--- src/cph_pkg.sv ---
// shared types, constants and the crc byte update for the escaped path hash
// no dependencies
`timescale 1ns / 1ps

package cph_pkg;

    localparam logic [31:0] CRC_POLY    = 32'hEDB8_8320;
    localparam logic [7:0]  CHAR_HASH   = 8'h23;
    localparam logic [7:0]  CHAR_SLASH  = 8'h2F;
    localparam logic [7:0]  CHAR_BSLASH = 8'h5C;
    localparam logic [7:0]  CHAR_NUL    = 8'h00;
    localparam logic [7:0]  BYTE_MASK   = 8'hFF;

    // number of '#' updates in the restart value
    localparam logic [1:0]  RESTART_STEPS = 2'd3;
    localparam logic [1:0]  HASH_RUN_MAX  = 2'd2;

    // classified byte as it travels from front to back
    typedef struct packed {
        logic        first;
        logic        last;
        logic        is_nul;
        logic        is_bslash;
        logic        is_slash;
        logic        is_hash;
        logic [7:0]  text;
        logic [31:0] start;
    } t_item;

    // reflected crc-32, one byte
    function automatic logic [31:0] crc_byte(input logic [31:0] crc, input logic [7:0] data);
        logic [31:0] r;
        r = crc ^ {24'd0, data & BYTE_MASK};
        for (int k = 0; k < 8; k++) begin
            r = r[0] ? ((r >> 1) ^ CRC_POLY) : (r >> 1);
        end
        return r;
    endfunction

endpackage

--- src/cph_front.sv ---
// front end: classifies an incoming byte and forms the string start value
// depends on cph_pkg
`timescale 1ns / 1ps

module cph_front
    import cph_pkg::*;
(
    input  logic [7:0]  i_text_byte,
    input  logic        i_first_byte,
    input  logic        i_last_byte,
    input  logic [31:0] i_seed_value,
    output t_item       o_item
);

    logic is_slash;

    assign is_slash = (i_text_byte == CHAR_SLASH);

    // byte classes and inverted effective seed (leading slash forces zero seed)
    always_comb begin
        o_item.first     = i_first_byte;
        o_item.last      = i_last_byte;
        o_item.is_nul    = (i_text_byte == CHAR_NUL);
        o_item.is_bslash = (i_text_byte == CHAR_BSLASH);
        o_item.is_slash  = is_slash;
        o_item.is_hash   = (i_text_byte == CHAR_HASH);
        o_item.text      = i_text_byte;
        o_item.start     = ~((i_first_byte && is_slash) ? 32'd0 : i_seed_value);
    end

endmodule

--- src/cph_queue.sv ---
// two-entry queue of classified bytes between front and back
// depends on cph_pkg
`timescale 1ns / 1ps

module cph_queue
    import cph_pkg::*;
(
    input  logic  i_clk,
    input  logic  i_rst_n,
    input  logic  i_push,
    input  t_item i_item,
    input  logic  i_pop,
    output t_item o_item,
    output logic  o_full,
    output logic  o_empty
);

    t_item       r_mem [2];
    logic        r_wr_ptr;
    logic        r_rd_ptr;
    logic [1:0]  r_count;
    logic        n_wr_ptr;
    logic        n_rd_ptr;
    logic [1:0]  n_count;

    assign o_full  = (r_count == 2'd2);
    assign o_empty = (r_count == 2'd0);
    assign o_item  = r_mem[r_rd_ptr];

    // pointer and fill bookkeeping
    always_comb begin
        n_wr_ptr = i_push ? ~r_wr_ptr : r_wr_ptr;
        n_rd_ptr = i_pop ? ~r_rd_ptr : r_rd_ptr;
        n_count  = r_count;
        if (i_push && !i_pop) begin
            n_count = r_count + 2'd1;
        end else if (i_pop && !i_push) begin
            n_count = r_count - 2'd1;
        end
    end

    always_ff @(posedge i_clk) begin
        if (!i_rst_n) begin
            r_wr_ptr <= 1'b0;
            r_rd_ptr <= 1'b0;
            r_count  <= 2'd0;
        end else begin
            r_wr_ptr <= n_wr_ptr;
            r_rd_ptr <= n_rd_ptr;
            r_count  <= n_count;
        end
    end

    // entry storage
    always_ff @(posedge i_clk) begin
        if (i_push) begin
            r_mem[r_wr_ptr] <= i_item;
        end
    end

endmodule

--- src/cph_back.sv ---
// back end: crc update, escape and '#' run tracking, result register
// depends on cph_pkg
`timescale 1ns / 1ps

module cph_back
    import cph_pkg::*;
(
    input  logic        i_clk,
    input  logic        i_rst_n,
    input  t_item       i_item,
    input  logic        i_item_valid,
    output logic        o_pop,
    output logic        o_out_valid,
    input  logic        i_out_stall,
    output logic [31:0] o_hash_value
);

    logic [31:0] r_crc;
    logic        r_esc;
    logic [1:0]  r_run;
    logic        r_term;
    logic [31:0] r_restart;
    logic [1:0]  r_rs_cnt;
    logic        r_out_valid;
    logic [31:0] r_hash;

    logic [31:0] n_crc;
    logic        n_esc;
    logic [1:0]  n_run;
    logic        n_term;
    logic [31:0] n_restart;
    logic [1:0]  n_rs_cnt;
    logic        n_out_valid;
    logic [31:0] n_hash;

    logic [31:0] base_crc;
    logic        base_esc;
    logic [1:0]  base_run;
    logic        base_term;
    logic [31:0] restart_val;
    logic [31:0] byte_crc;

    // take an item unless a finished result is held by the receiver
    assign o_pop        = i_item_valid && !(r_out_valid && i_out_stall);
    assign o_out_valid  = r_out_valid;
    assign o_hash_value = r_hash;

    // state as seen by this byte: a first byte restarts the string
    always_comb begin
        base_crc  = i_item.first ? i_item.start : r_crc;
        base_esc  = i_item.first ? 1'b0 : r_esc;
        base_run  = i_item.first ? 2'd0 : r_run;
        base_term = i_item.first ? 1'b0 : r_term;
    end

    // restart value: seed updated by three '#', built one update per cycle
    assign restart_val = (r_rs_cnt == RESTART_STEPS) ? r_restart
                                                     : crc_byte(r_restart, CHAR_HASH);
    assign byte_crc    = crc_byte(base_crc, i_item.text);

    always_comb begin
        n_restart = r_restart;
        n_rs_cnt  = r_rs_cnt;
        if (o_pop && i_item.first) begin
            n_restart = crc_byte(i_item.start, CHAR_HASH);
            n_rs_cnt  = 2'd1;
        end else if (r_rs_cnt != RESTART_STEPS) begin
            n_restart = crc_byte(r_restart, CHAR_HASH);
            n_rs_cnt  = r_rs_cnt + 2'd1;
        end
    end

    // per-byte string state update
    always_comb begin
        n_crc  = r_crc;
        n_esc  = r_esc;
        n_run  = r_run;
        n_term = r_term;
        if (o_pop) begin
            n_crc  = base_crc;
            n_esc  = base_esc;
            n_run  = base_run;
            n_term = base_term;
            if (!base_term) begin
                if (i_item.is_nul) begin
                    n_term = 1'b1;
                    n_run  = 2'd0;
                end else if (i_item.is_bslash && !base_esc) begin
                    n_esc = 1'b1;
                    n_run = 2'd0;
                end else if (i_item.is_slash && !base_esc) begin
                    n_run = 2'd0;
                end else begin
                    if (i_item.is_hash && (base_run == HASH_RUN_MAX)) begin
                        n_crc = restart_val;
                    end else begin
                        n_crc = byte_crc;
                    end
                    if (i_item.is_hash) begin
                        n_run = (base_run == HASH_RUN_MAX) ? HASH_RUN_MAX : base_run + 2'd1;
                    end else begin
                        n_run = 2'd0;
                    end
                    n_esc = 1'b0;
                end
            end
        end
    end

    // result register
    always_comb begin
        n_out_valid = r_out_valid;
        n_hash      = r_hash;
        if (o_pop && i_item.last) begin
            n_out_valid = 1'b1;
            n_hash      = ~n_crc;
        end else if (!i_out_stall) begin
            n_out_valid = 1'b0;
        end
    end

    always_ff @(posedge i_clk) begin
        if (!i_rst_n) begin
            r_crc       <= 32'd0;
            r_esc       <= 1'b0;
            r_run       <= 2'd0;
            r_term      <= 1'b0;
            r_restart   <= 32'd0;
            r_rs_cnt    <= 2'd0;
            r_out_valid <= 1'b0;
        end else begin
            r_crc       <= n_crc;
            r_esc       <= n_esc;
            r_run       <= n_run;
            r_term      <= n_term;
            r_restart   <= n_restart;
            r_rs_cnt    <= n_rs_cnt;
            r_out_valid <= n_out_valid;
        end
    end

    always_ff @(posedge i_clk) begin
        r_hash <= n_hash;
    end

endmodule

--- src/crc32_escaped_path_hash.sv ---
// top level of the escaped path hash: front classifier, queue, crc back end
// depends on cph_pkg, cph_front, cph_queue, cph_back
`timescale 1ns / 1ps

// Path string hash, reflected CRC-32 (polynomial EDB88320).
// Input channel: one string byte per transfer (i_in_valid / o_in_stall) with
// first and last markers; the seed is sampled with the first byte.
// Output channel: one hash per string, given on o_hash_value with o_out_valid
// and held while i_out_stall is high.
// Throughput: one byte per cycle while no held result is stalled; the back end
// does a single crc byte update per cycle, with the '#'-run restart value
// prepared alongside it at the start of each string.
// The last byte is written into a queue entry and then taken by the back end,
// whose result register raises o_out_valid.
// A two-entry queue separates the classifier from the crc back end; while the
// receiver stalls a held result, the back end stops, the queue fills and
// o_in_stall rises once both entries are taken.
// Reset (synchronous, active low) empties the queue, drops any pending result
// and clears the crc, escape, run and termination state to zero.

module crc32_escaped_path_hash
    import cph_pkg::*;
(
    input  logic        i_clk,
    input  logic        i_rst_n,
    input  logic        i_in_valid,
    output logic        o_in_stall,
    input  logic [7:0]  i_text_byte,
    input  logic        i_first_byte,
    input  logic        i_last_byte,
    input  logic [31:0] i_seed_value,
    output logic        o_out_valid,
    input  logic        i_out_stall,
    output logic [31:0] o_hash_value
);

    t_item front_item;
    t_item queue_item;
    logic  queue_full;
    logic  queue_empty;
    logic  push;
    logic  pop;

    // input transfer
    assign push       = i_in_valid && !queue_full;
    assign o_in_stall = queue_full;

    cph_front u_front (
        .i_text_byte  (i_text_byte),
        .i_first_byte (i_first_byte),
        .i_last_byte  (i_last_byte),
        .i_seed_value (i_seed_value),
        .o_item       (front_item)
    );

    cph_queue u_queue (
        .i_clk   (i_clk),
        .i_rst_n (i_rst_n),
        .i_push  (push),
        .i_item  (front_item),
        .i_pop   (pop),
        .o_item  (queue_item),
        .o_full  (queue_full),
        .o_empty (queue_empty)
    );

    cph_back u_back (
        .i_clk        (i_clk),
        .i_rst_n      (i_rst_n),
        .i_item       (queue_item),
        .i_item_valid (!queue_empty),
        .o_pop        (pop),
        .o_out_valid  (o_out_valid),
        .i_out_stall  (i_out_stall),
        .o_hash_value (o_hash_value)
    );

endmodule
--- config.mk ---
export PLATFORM = sky130hd
export DESIGN_NAME = crc32_escaped_path_hash
export DESIGN_NICKNAME = d
export VERILOG_FILES = /design/src/cph_pkg.sv /design/src/cph_front.sv /design/src/cph_queue.sv /design/src/cph_back.sv /design/src/crc32_escaped_path_hash.sv
export SDC_FILE = /design/constraint.sdc
export NUM_CORES = 1
export LEC_CHECK = 0
export BUFFER_PORTS_ARGS = -buffer_cell sky130_fd_sc_hd__buf_2
export CAP_MARGIN = 20
export CELL_PAD_IN_SITES_DETAIL_PLACEMENT = 0
export CELL_PAD_IN_SITES_GLOBAL_PLACEMENT = 1
export CORE_MARGIN = 4
export CORE_UTILIZATION = 28
export DETAILED_ROUTE_END_ITERATION = 16
export PLACE_DENSITY_LB_ADDON = 0.08
export SLEW_MARGIN = 20
export SYNTH_ARGS = -nofsm -noshare
export SYNTH_HDL_FRONTEND = slang
export SYNTH_SLANG_ARGS = --single-unit
export TNS_END_PERCENT = 5
--- constraint.sdc ---
create_clock -name i_clk -period 3.9 [get_ports i_clk]
set_input_delay 0.975 -clock i_clk [delete_from_list [all_inputs] [get_ports i_clk]]
set_output_delay 0.975 -clock i_clk [all_outputs]
set_load 0.02 [all_outputs]
==> results.py, run 1 <==
metrics = {
    "outcome": {
        "outcome": "completed",
    },
    "grt": {
        "grt_usage_pct": 18.6,
        "grt-ovfl-total": 0,
        "antenna_found_initial": 1,
        "grt_pass1_wl_um": 59100,
        "grt_start_max_net_pins": 58,
        "grt_pass1_vias": 8192,
    },
    "floorplanning": {
        "rows": 73,
        "dieArea_mm2": 0.0438,
        "start_util_pct": 28.4,
        "fp.dieH_um": 209,
        "die_w_um": 209,
        "io_pins": 80,
        "design.core.area_mm2": 0.0399,
    },
    "sta": {
        "finalSetupViolations": 0,
        "finalMaxSlewViolations": 0,
        "rsz0062_at_grt": "no",
        "fin_tns_setup_ns": 0,
        "max_freq_mhz": 298,
        "fin_crit_ns": 3.36,
        "hold_slack_ns": 0.495,
        "hold_viol": 0,
        "min_period_over_period_pct": 86.0,
        "skew_ns": 0.0123,
        "slew_headroom_pct": 38.9,
        "worst_pin_slew_ns": 0.907,
    },
    "cts": {
        "h-tree-depth": 4,
        "cts_buffers": 17,
        "cts_tree": "done",
        "cts_setup_buffers": 0,
        "clock_latency_ns": 0.46,
        "cts_resized": 0,
        "cts_buffer_depth": 2,
        "cts-root-buf": "clkbuf_16",
        "clock-sinks": 200,
        "hold_buffers": 0,
        "clk_pin_slew_ns": 0.08,
    },
    "worst_setup_path": {
        "cp.arrival_ns": 3.57,
        "cpLargestDelayFamily": "XOR/XNOR gates",
        "crit_type": "reg2reg",
        "critPathMaxStageDelay_ns": 0.72,
        "crit_chain": "mux2i_1 -> xnor2_2 -> xnor2_1 -> mux2i_4 -> xor3_2 -> xnor3_1 -> o221a_2",
        "crit_required_ns": 4.11,
        "r2r_setup_slack_ns": 0.54,
        "cp_max_fo": 11,
        "start_kind": "flip-flop",
        "end_kind": "flip-flop",
        "cpMaxStageDelayCell": "edfxtp_1",
        "path_buf_inv": 0,
    },
    "cells_and_area": {
        "final_area_mm2": 0.0131,
        "fin_nets": 1222,
        "drive_gt1_share_pct": 14.5,
        "area_growth_pct": 15.1,
    },
    "logic_synthesis": {
        "ys_seq_area_share_pct": 46.2,
        "synth_enable_flop_cells": 124,
        "avgSynthCellArea_um2": 10.2,
        "syn_inst": 1111,
        "yosys.cell_types.count": 58,
        "async_flop_share_pct": 0,
        "syn_area_mm2": 0.0114,
        "synth_top_flop_cell": "edfxtp_1",
        "yosys_warnings": 0,
        "synth_nets": 1161,
        "ys_ff_latch": 200,
    },
    "route": {
        "initialDrtViolationCount": 604,
        "drt-total-wl_um": 41200,
        "viasPerCell": 4.85,
        "avgRoutedWirePerCell_um": 24.1,
        "drtPass1Iterations": 5,
        "drc": 0,
        "ant_nets": 0,
        "vias": 8298,
    },
    "placed_design": {
        "gp_congestion": 0.873,
        "portBuffers": 79,
        "hpwl_um": 31900,
        "placed_cell_area_mm2": 0.0124,
    },
    "job": {
        "drv_cap": 0,
    },
    "hold_path": {
        "hold_path.class": "reg2reg",
    },
}
==> logic make-up after synthesis <==
kind of cell               synth area share, %
muxes                                     9.23
and+or+nand+nor                           9.80
xor gates and xnor gates                  18.9
DFF                                       46.2
buffers and inverters                     2.99
adders and majority gates                0.441
AOI/OAI and AO/OA                         12.4
==> Yosys cell counts (3+ instances only) <==
cell	count	area, µm²
nand2b_1	3	18.8
buf_4	3	22.5
inv_1	6	22.5
and2_1	3	18.8
o21ai_0	52	260
xor2_1	61	534
nor3_1	9	45.0
dfxtp_1	76	1520
edfxtp_1	124	3720
a211oi_1	37	278
clkbuf_1	54	203
mux2i_1	91	911
o211a_1	4	40.0
a21oi_1	82	410
nor2_1	112	420
a221o_1	4	40.0
o211ai_1	18	135
nand2_1	102	383
o22ai_1	8	50.1
mux2i_4	3	67.6
xnor3_1	6	135
o21a_1	3	22.5
buf_1	6	22.5
nor2b_1	16	100
nand3_1	9	45.0
ha_1	4	50.1
buf_2	10	50.1
mux2_2	5	56.3
xnor2_1	159	1390
and3_1	4	25.0
==> worst reg2reg max path, stage by stage, from the launching register on <==
cell      delay [ns]
edfxtp_1        0.72
mux2i_1         0.24
xnor2_2         0.43
xnor2_1         0.19
mux2i_4         0.37
xor3_2          0.54
xnor3_1         0.37
o221a_2         0.27
==> state kept, by name (all words and copies together), names as in the netlist, named ones only <==
name	count
u_queue.r_rd_ptr	1
u_back.r_run	2
u_back.o_hash_value	32
u_back.r_crc	29
u_back.r_term	1
u_queue.r_mem	92
u_back.r_esc	1
u_back.o_out_valid	1
u_back.r_rs_cnt	2
u_queue.r_wr_ptr	1
u_queue.r_count	2
u_back.r_restart	32
==> stage by stage <==
stage / setup WS (ns) / std cells / util [%]
final: 0.545 / 1712 / 32.7
after global routing: 0.374 / 1710 / 32.7
after CTS: 0.570 / 1710 / 32.7
after detailed placement: 0.573 / 1678 / 31.1
after global placement: 0.613 / 1678 / 31.1
after floorplan: 0.0758 / 1111 / -
==> metal layers <==
| metal | GRT usage [%] | up-vias | wire length, µm | part of all wire (%) |
|---|---|---|---|---|
| met2 | 28.4 | 179 | 18100 | 44 |
| met5 | 0 | - | 0 | 0 |
| li1 | - | 4021 | - | - |
| met3 | 2.97 | 21 | 1590 | 3.9 |
| met1 | 28.0 | 4077 | 21100 | 51 |
| met4 | 3.56 | 0 | 375 | 0.91 |
==> path summary, 6_finish.rpt <==
path | start | to | depth (start not counted)
min | u_back.r_run[0] | u_back.r_run[0] | 2
max reg2reg | u_queue.r_mem[1][45] | u_back.o_hash_value[19] | 7
max | u_queue.r_mem[1][45] | u_back.o_hash_value[19] | 7
min reg2reg | u_back.r_run[0] | u_back.r_run[0] | 2
==> final cells by class <==
| cell class | count | area [µm²] |
|---|---|---|
| flip-flops and latches | 200 | 5250 |
| multi-input cells | 829 | 5800 |
| repair buffers | 116 | 698 |
| clock inverters | 13 | 200 |
| clock buffers | 19 | 433 |
| fillers | 4139 | 26800 |
| inverters | 8 | 30.0 |
| diodes | 2 | 5.00 |
| well taps | 525 | 657 |
==> placed cells by master, fill, tap and decap left out, types with 3 or more instances in the layout <==
master,n
xnor3_1,6
clkbuf_16,17
mux2_2,5
mux2i_4,3
edfxtp_1,124
a21oi_1,82
nand2b_1,3
buf_4,35
buf_2,79
o211a_1,4
ha_1,4
inv_1,6
dfxtp_1,75
mux2i_1,91
and2_1,3
nor3_1,8
a211oi_1,37
o21ai_0,52
nor2_1,109
a221o_1,4
o211ai_1,18
xor2_1,61
clkinv_2,4
nor2b_1,16
xnor2_1,159
nand3_1,9
bufinv_16,5
o22ai_1,8
nand2_1,102
and3_1,3
Power of run 1 is left out: the tool's default activity adds up to more than one toggle a clock period on the data nets, which glitch-free logic cannot reach.
==> run 2: changes to the inputs <==
--- a/config.mk
+++ b/config.mk
@@ -10,7 +10,7 @@
 export CELL_PAD_IN_SITES_DETAIL_PLACEMENT = 0
 export CELL_PAD_IN_SITES_GLOBAL_PLACEMENT = 1
 export CORE_MARGIN = 4
-export CORE_UTILIZATION = 28
+export CORE_UTILIZATION = 44
 export DETAILED_ROUTE_END_ITERATION = 16
 export PLACE_DENSITY_LB_ADDON = 0.08
 export SLEW_MARGIN = 20
==> run 2 against run 1 <==
Setup slack worse by 0.063 ns. Flip-flop and latch count unchanged. Clock skew about the same. Hold slack worse by 0.0086 ns. Critical endpoint is now u_back.o_hash_value[18].
==> results.py, run 2 (synthesized netlist as in run 1, its figures left out) <==
metrics = {
    "floorplanning": {
        "die_w_um": 169,
        "rows": 58,
        "design.core.area_mm2": 0.0253,
        "start_util_pct": 45.0,
        "io_pins": 80,
        "dieArea_mm2": 0.0284,
        "fp.dieH_um": 169,
    },
    "worst_setup_path": {
        "r2r_start": "u_queue.r_mem[1][45]",
        "cp.arrival_ns": 3.60,
        "r2r_cells": 7,
        "critPathMaxStageDelay_ns": 0.58,
        "start_kind": "flip-flop",
        "crit_required_ns": 4.08,
        "path_depth": 7,
        "end_kind": "flip-flop",
        "crit_type": "reg2reg",
        "crit_chain": "buf_4 -> mux2i_1 -> mux2i_1 -> xnor3_1 -> xor2_1 -> xnor2_1 -> a221o_1",
        "path_buf_inv": 1,
        "crit_start": "u_queue.r_mem[1][45]",
        "worst_r2r_endpoint": "u_back.o_hash_value[18]",
        "r2r_setup_slack_ns": 0.48,
        "cpLargestDelayFamily": "XOR/XNOR gates",
        "cpMaxStageDelayCell": "edfxtp_1",
        "cp_max_fo": 24,
        "cp_common_cell": "mux2i_1",
        "crit_path_end": "u_back.o_hash_value[18]",
    },
    "route": {
        "vias": 8365,
        "drt-total-wl_um": 35900,
        "initialDrtViolationCount": 997,
        "drc": 0,
        "ant_nets": 0,
        "avgRoutedWirePerCell_um": 23.8,
        "drtPass1Iterations": 6,
        "viasPerCell": 5.54,
    },
    "cts": {
        "cts_buffer_depth": 2,
        "hold_buffers": 0,
        "cts_tree": "done",
        "clk_pin_slew_ns": 0.08,
        "cts_resized": 0,
        "cts_setup_buffers": 0,
        "cts_buffers": 17,
        "clock_latency_ns": 0.44,
        "clock-sinks": 200,
        "cts-root-buf": "clkbuf_16",
        "h-tree-depth": 4,
    },
    "placed_design": {
        "gp_congestion": 0.932,
        "dp.cells": 1477,
        "portBuffers": 79,
        "hpwl_um": 27400,
    },
    "sta": {
        "fin_crit_ns": 3.42,
        "min_period_over_period_pct": 87.7,
        "hold_viol": 0,
        "slew_headroom_pct": 32.5,
        "finalSetupViolations": 0,
        "rsz0062_at_grt": "no",
        "fin_tns_setup_ns": 0,
        "finalMaxSlewViolations": 0,
        "skew_ns": 0.0125,
        "max_freq_mhz": 293,
        "worst_pin_slew_ns": 1.00,
    },
    "hold_path": {
        "hold_path.class": "reg2reg",
    },
    "grt": {
        "grt_start_max_net_pins": 81,
        "antenna_found_initial": 2,
        "grt-ovfl-total": 0,
        "grt_pass1_wl_um": 52900,
        "grt_pass1_vias": 8125,
        "grt_usage_pct": 25.2,
    },
    "cells_and_area": {
        "final_common_cell": "xnor2_1",
        "fin_nets": 1216,
        "n_fill_cell": 2399,
        "final_cells": 1509,
        "largest_reg_flops": 92,
        "area_growth_pct": 11.8,
        "mostFrequentLayoutCells": "xnor2_1 (159), edfxtp_1 (124), nor2_1 (109)",
        "largest-register": "u_queue.r_mem",
        "drive_gt1_share_pct": 14.2,
        "n_antenna_cell": 0,
    },
    "outcome": {
        "outcome": "completed",
    },
    "job": {
        "drv_cap": 0,
    },
}
## run 2: worst min path at each step
stage / start / cells after the start / end / slack (ns)
5_1_grt: u_back.r_run[0] / 2 / u_back.r_run[0] / 0.53
3_5_place_dp: u_back.r_run[0] / 2 / u_back.r_run[0] / 0.47
3_3_place_gp: u_back.r_run[0] / 2 / u_back.r_run[0] / 0.47
6_report: u_back.r_run[1] / 2 / u_back.r_run[1] / 0.49
4_1_cts: u_back.r_run[0] / 2 / u_back.r_run[0] / 0.48
2_1_floorplan: u_back.r_run[0] / 2 / u_back.r_run[0] / 0.45
## run 2: through the flow
stage	utilization, %	instance area [µm²]	worst slack, ns	hold slack [ns]
after floorplan	-	11400	0.0758	0.450
after global placement	48.0	12100	0.593	0.471
after detailed placement	48.0	12100	0.576	0.469
after CTS	50.3	12700	0.564	0.483
after global routing	50.3	12700	0.361	0.533
final	50.3	12700	0.481	0.486
## run 2: area by class of cell
class                           count  area [µm²]  area share, %
Clock inverter                     14         135           1.06
Multi-Input combinational cell    829        5790           45.6
Tap cell                          330         413           3.25
Inverter                            8        30.0          0.237
Sequential cell                   200        5250           41.3
Clock buffer                       18         433           3.41
Timing Repair Buffer              110         641           5.05
## run 2: worst reg2reg max path: cells and delay by family, from the launching register on
| kind | cells | cell delay, ns |
|---|---|---|
| DFF | 1 | 0.58 |
| xor gates and xnor gates | 3 | 1.18 |
| muxes | 2 | 0.61 |
| AOI/OAI and AO/OA | 1 | 0.36 |
| buffers and inverters | 1 | 0.44 |
## run 2: routing by layer
metal  part of all wire, %  GRT usage [%]
met5                 0.033              0
met4                   1.7           5.72
met3                   7.5           5.70
met2                    44           38.0
met1                    47           37.2
Power of run 2 is left out for the same reason.
==> run 3: changes to the inputs <==
--- a/config.mk
+++ b/config.mk
@@ -13,6 +13,7 @@
 export CORE_UTILIZATION = 44
 export DETAILED_ROUTE_END_ITERATION = 16
 export PLACE_DENSITY_LB_ADDON = 0.08
+export REMOVE_ABC_BUFFERS = 1
 export SLEW_MARGIN = 20
 export SYNTH_ARGS = -nofsm -noshare
 export SYNTH_HDL_FRONTEND = slang
==> run 3 against run 2 <==
Routed wire length decreased by 5.7%. Sequential share of layout area decreased by 0.21 points. Critical path type unchanged. Global-route usage decreased by 1.5 points.
==> results.py, run 3 (synthesized netlist as in run 1, its figures left out) <==
metrics = {
    "worst_setup_path": {
        "r2r_start": "u_queue.r_mem[1][45]",
        "start_kind": "flip-flop",
        "cpMaxStageDelayCell": "edfxtp_1",
        "crit_required_ns": 4.07,
        "r2r_setup_slack_ns": 0.55,
        "critPathMaxStageDelay_ns": 0.54,
        "cp.arrival_ns": 3.53,
        "crit_chain": "buf_4 -> mux2i_1 -> xnor2_2 -> xnor2_1 -> mux2i_1 -> xnor2_1 -> xnor2_1 -> a221oi_1",
        "worst_r2r_endpoint": "u_back.o_hash_value[14]",
        "end_kind": "flip-flop",
        "cp_max_fo": 15,
        "cp_common_cell": "xnor2_1",
        "r2r_cells": 8,
        "crit_type": "reg2reg",
    },
    "cts": {
        "cts_resized": 0,
        "h-tree-depth": 4,
        "cts_tree": "done",
        "clock_latency_ns": 0.45,
        "clk_pin_slew_ns": 0.08,
        "cts_buffers": 17,
        "cts-root-buf": "clkbuf_16",
        "cts_setup_buffers": 0,
        "hold_buffers": 0,
        "clock-sinks": 200,
        "cts_buffer_depth": 2,
    },
    "placed_design": {
        "gp_congestion": 0.925,
        "dp.cells": 1484,
        "portBuffers": 79,
        "hpwl_um": 25200,
        "place_ws_ns": 0.577,
        "placed_cell_area_mm2": 0.0122,
    },
    "sta": {
        "finalMaxSlewViolations": 0,
        "fin_tns_setup_ns": 0,
        "skew_ns": 0.0126,
        "worst_pin_slew_ns": 0.901,
        "min_period_over_period_pct": 86.0,
        "hold_viol": 0,
        "fin_crit_ns": 3.35,
        "max_freq_mhz": 298,
        "rsz0062_at_grt": "no",
        "finalSetupViolations": 0,
        "slew_headroom_pct": 39.5,
        "worst_slack_ns": 0.546,
    },
    "grt": {
        "antenna_found_initial": 0,
        "grt_usage_pct": 23.7,
        "grt_start_max_net_pins": 88,
        "grt_pass1_vias": 7908,
        "grt-ovfl-total": 0,
        "grt_pass1_wl_um": 50600,
    },
    "route": {
        "drt-total-wl_um": 33900,
        "vias": 8251,
        "initialDrtViolationCount": 740,
        "drtPass1Iterations": 6,
        "drc": 0,
        "viasPerCell": 5.44,
        "ant_nets": 0,
        "avgRoutedWirePerCell_um": 22.4,
    },
    "hold_path": {
        "hold_path.class": "reg2reg",
        "whs_endpoint": "u_back.r_run[0]",
        "min_from": "u_back.r_run[0]",
        "min_path_cells": 2,
    },
    "cells_and_area": {
        "n_antenna_cell": 0,
        "final_cells": 1516,
        "final_area_mm2": 0.0128,
        "largest_reg_flops": 92,
        "drive_gt1_share_pct": 14.7,
        "final_common_cell": "xnor2_1",
        "n_fill_cell": 2379,
        "area_growth_pct": 12.4,
        "mostFrequentLayoutCells": "xnor2_1 (159), edfxtp_1 (124), nor2_1 (109)",
        "fin_nets": 1223,
        "largest-register": "u_queue.r_mem",
    },
    "outcome": {
        "outcome": "completed",
    },
    "floorplanning": {
        "rows": 58,
        "io_pins": 80,
        "start_util_pct": 45.0,
        "fp.dieH_um": 169,
        "dieArea_mm2": 0.0284,
        "design.core.area_mm2": 0.0253,
        "die_w_um": 169,
    },
    "job": {
        "drv_cap": 0,
    },
}
run 3: cell types whose count changed in the layout (fill, tap and decap cells not counted):
| cell | before | now |
|---|---|---|
| buf_4 | 30 | 36 |
| inv_6 | 4 | 7 |
| inv_8 | 4 | 1 |
| clkinv_4 | 3 | 1 |
| clkinv_8 | 1 | 3 |
| buf_12 | 1 | 2 |
| clkbuf_1 | 0 | 1 |
| clkbuf_4 | 1 | 0 |
| clkinv_1 | 0 | 1 |
| clkinvlp_4 | 1 | 0 |
| o21a_1 | 3 | 2 |
| o21a_2 | 0 | 1 |
run 3: metrics by stage:
stage          hold WS, ns  utilization [%]
2_1_floorplan        0.450                -
3_3_place_gp         0.465             48.3
3_5_place_dp         0.468             48.3
4_1_cts              0.481             50.5
5_1_grt              0.533             50.5
6_report             0.482             50.5
run 3: critical path: cells and delay by family, from the launching register on:
| kind | cells | cell delay (ns) |
|---|---|---|
| AO/OA/AOI/OAI | 1 | 0.51 |
| XOR/XNOR | 4 | 0.80 |
| buffers and inverters | 1 | 0.34 |
| flip-flops | 1 | 0.54 |
| multiplexers | 2 | 0.88 |
run 3: worst max path at each step:
stage	slack, ns	startpoint	depth (start not counted)	end
after floorplan	-2.85	flip-flop	7	u_back.o_hash_value[21]
after global placement	0.66	u_queue.r_mem[1][45]	8	u_back.o_hash_value[19]
after detailed placement	0.58	u_queue.r_mem[1][45]	8	u_back.o_hash_value[19]
after CTS	0.57	u_queue.r_mem[1][45]	8	u_back.o_hash_value[19]
after global routing	0.42	u_queue.r_mem[1][45]	8	u_back.o_hash_value[19]
final	0.55	u_queue.r_mem[1][45]	8	u_back.o_hash_value[14]
run 3: final cells by class:
type | instances | area (µm²) | area share (%)
repair buffers | 117 | 706 | 5.53
multi-input cells | 829 | 5800 | 45.4
well taps | 330 | 413 | 3.24
flip-flops and latches | 200 | 5250 | 41.1
clock buffers | 18 | 429 | 3.36
clock inverters | 14 | 139 | 1.09
inverters | 8 | 30.0 | 0.235
run 3: layer usage:
layer  part of all wire (%)  wire length (µm)  global-route usage [%]
met1                     48             16100                    34.8
met3                    4.4              1490                    2.24
met5                      0                 0                       0
met4                    1.3               446                    5.29
met2                     47             15800                    38.2
Power of run 3 is left out for the same reason.
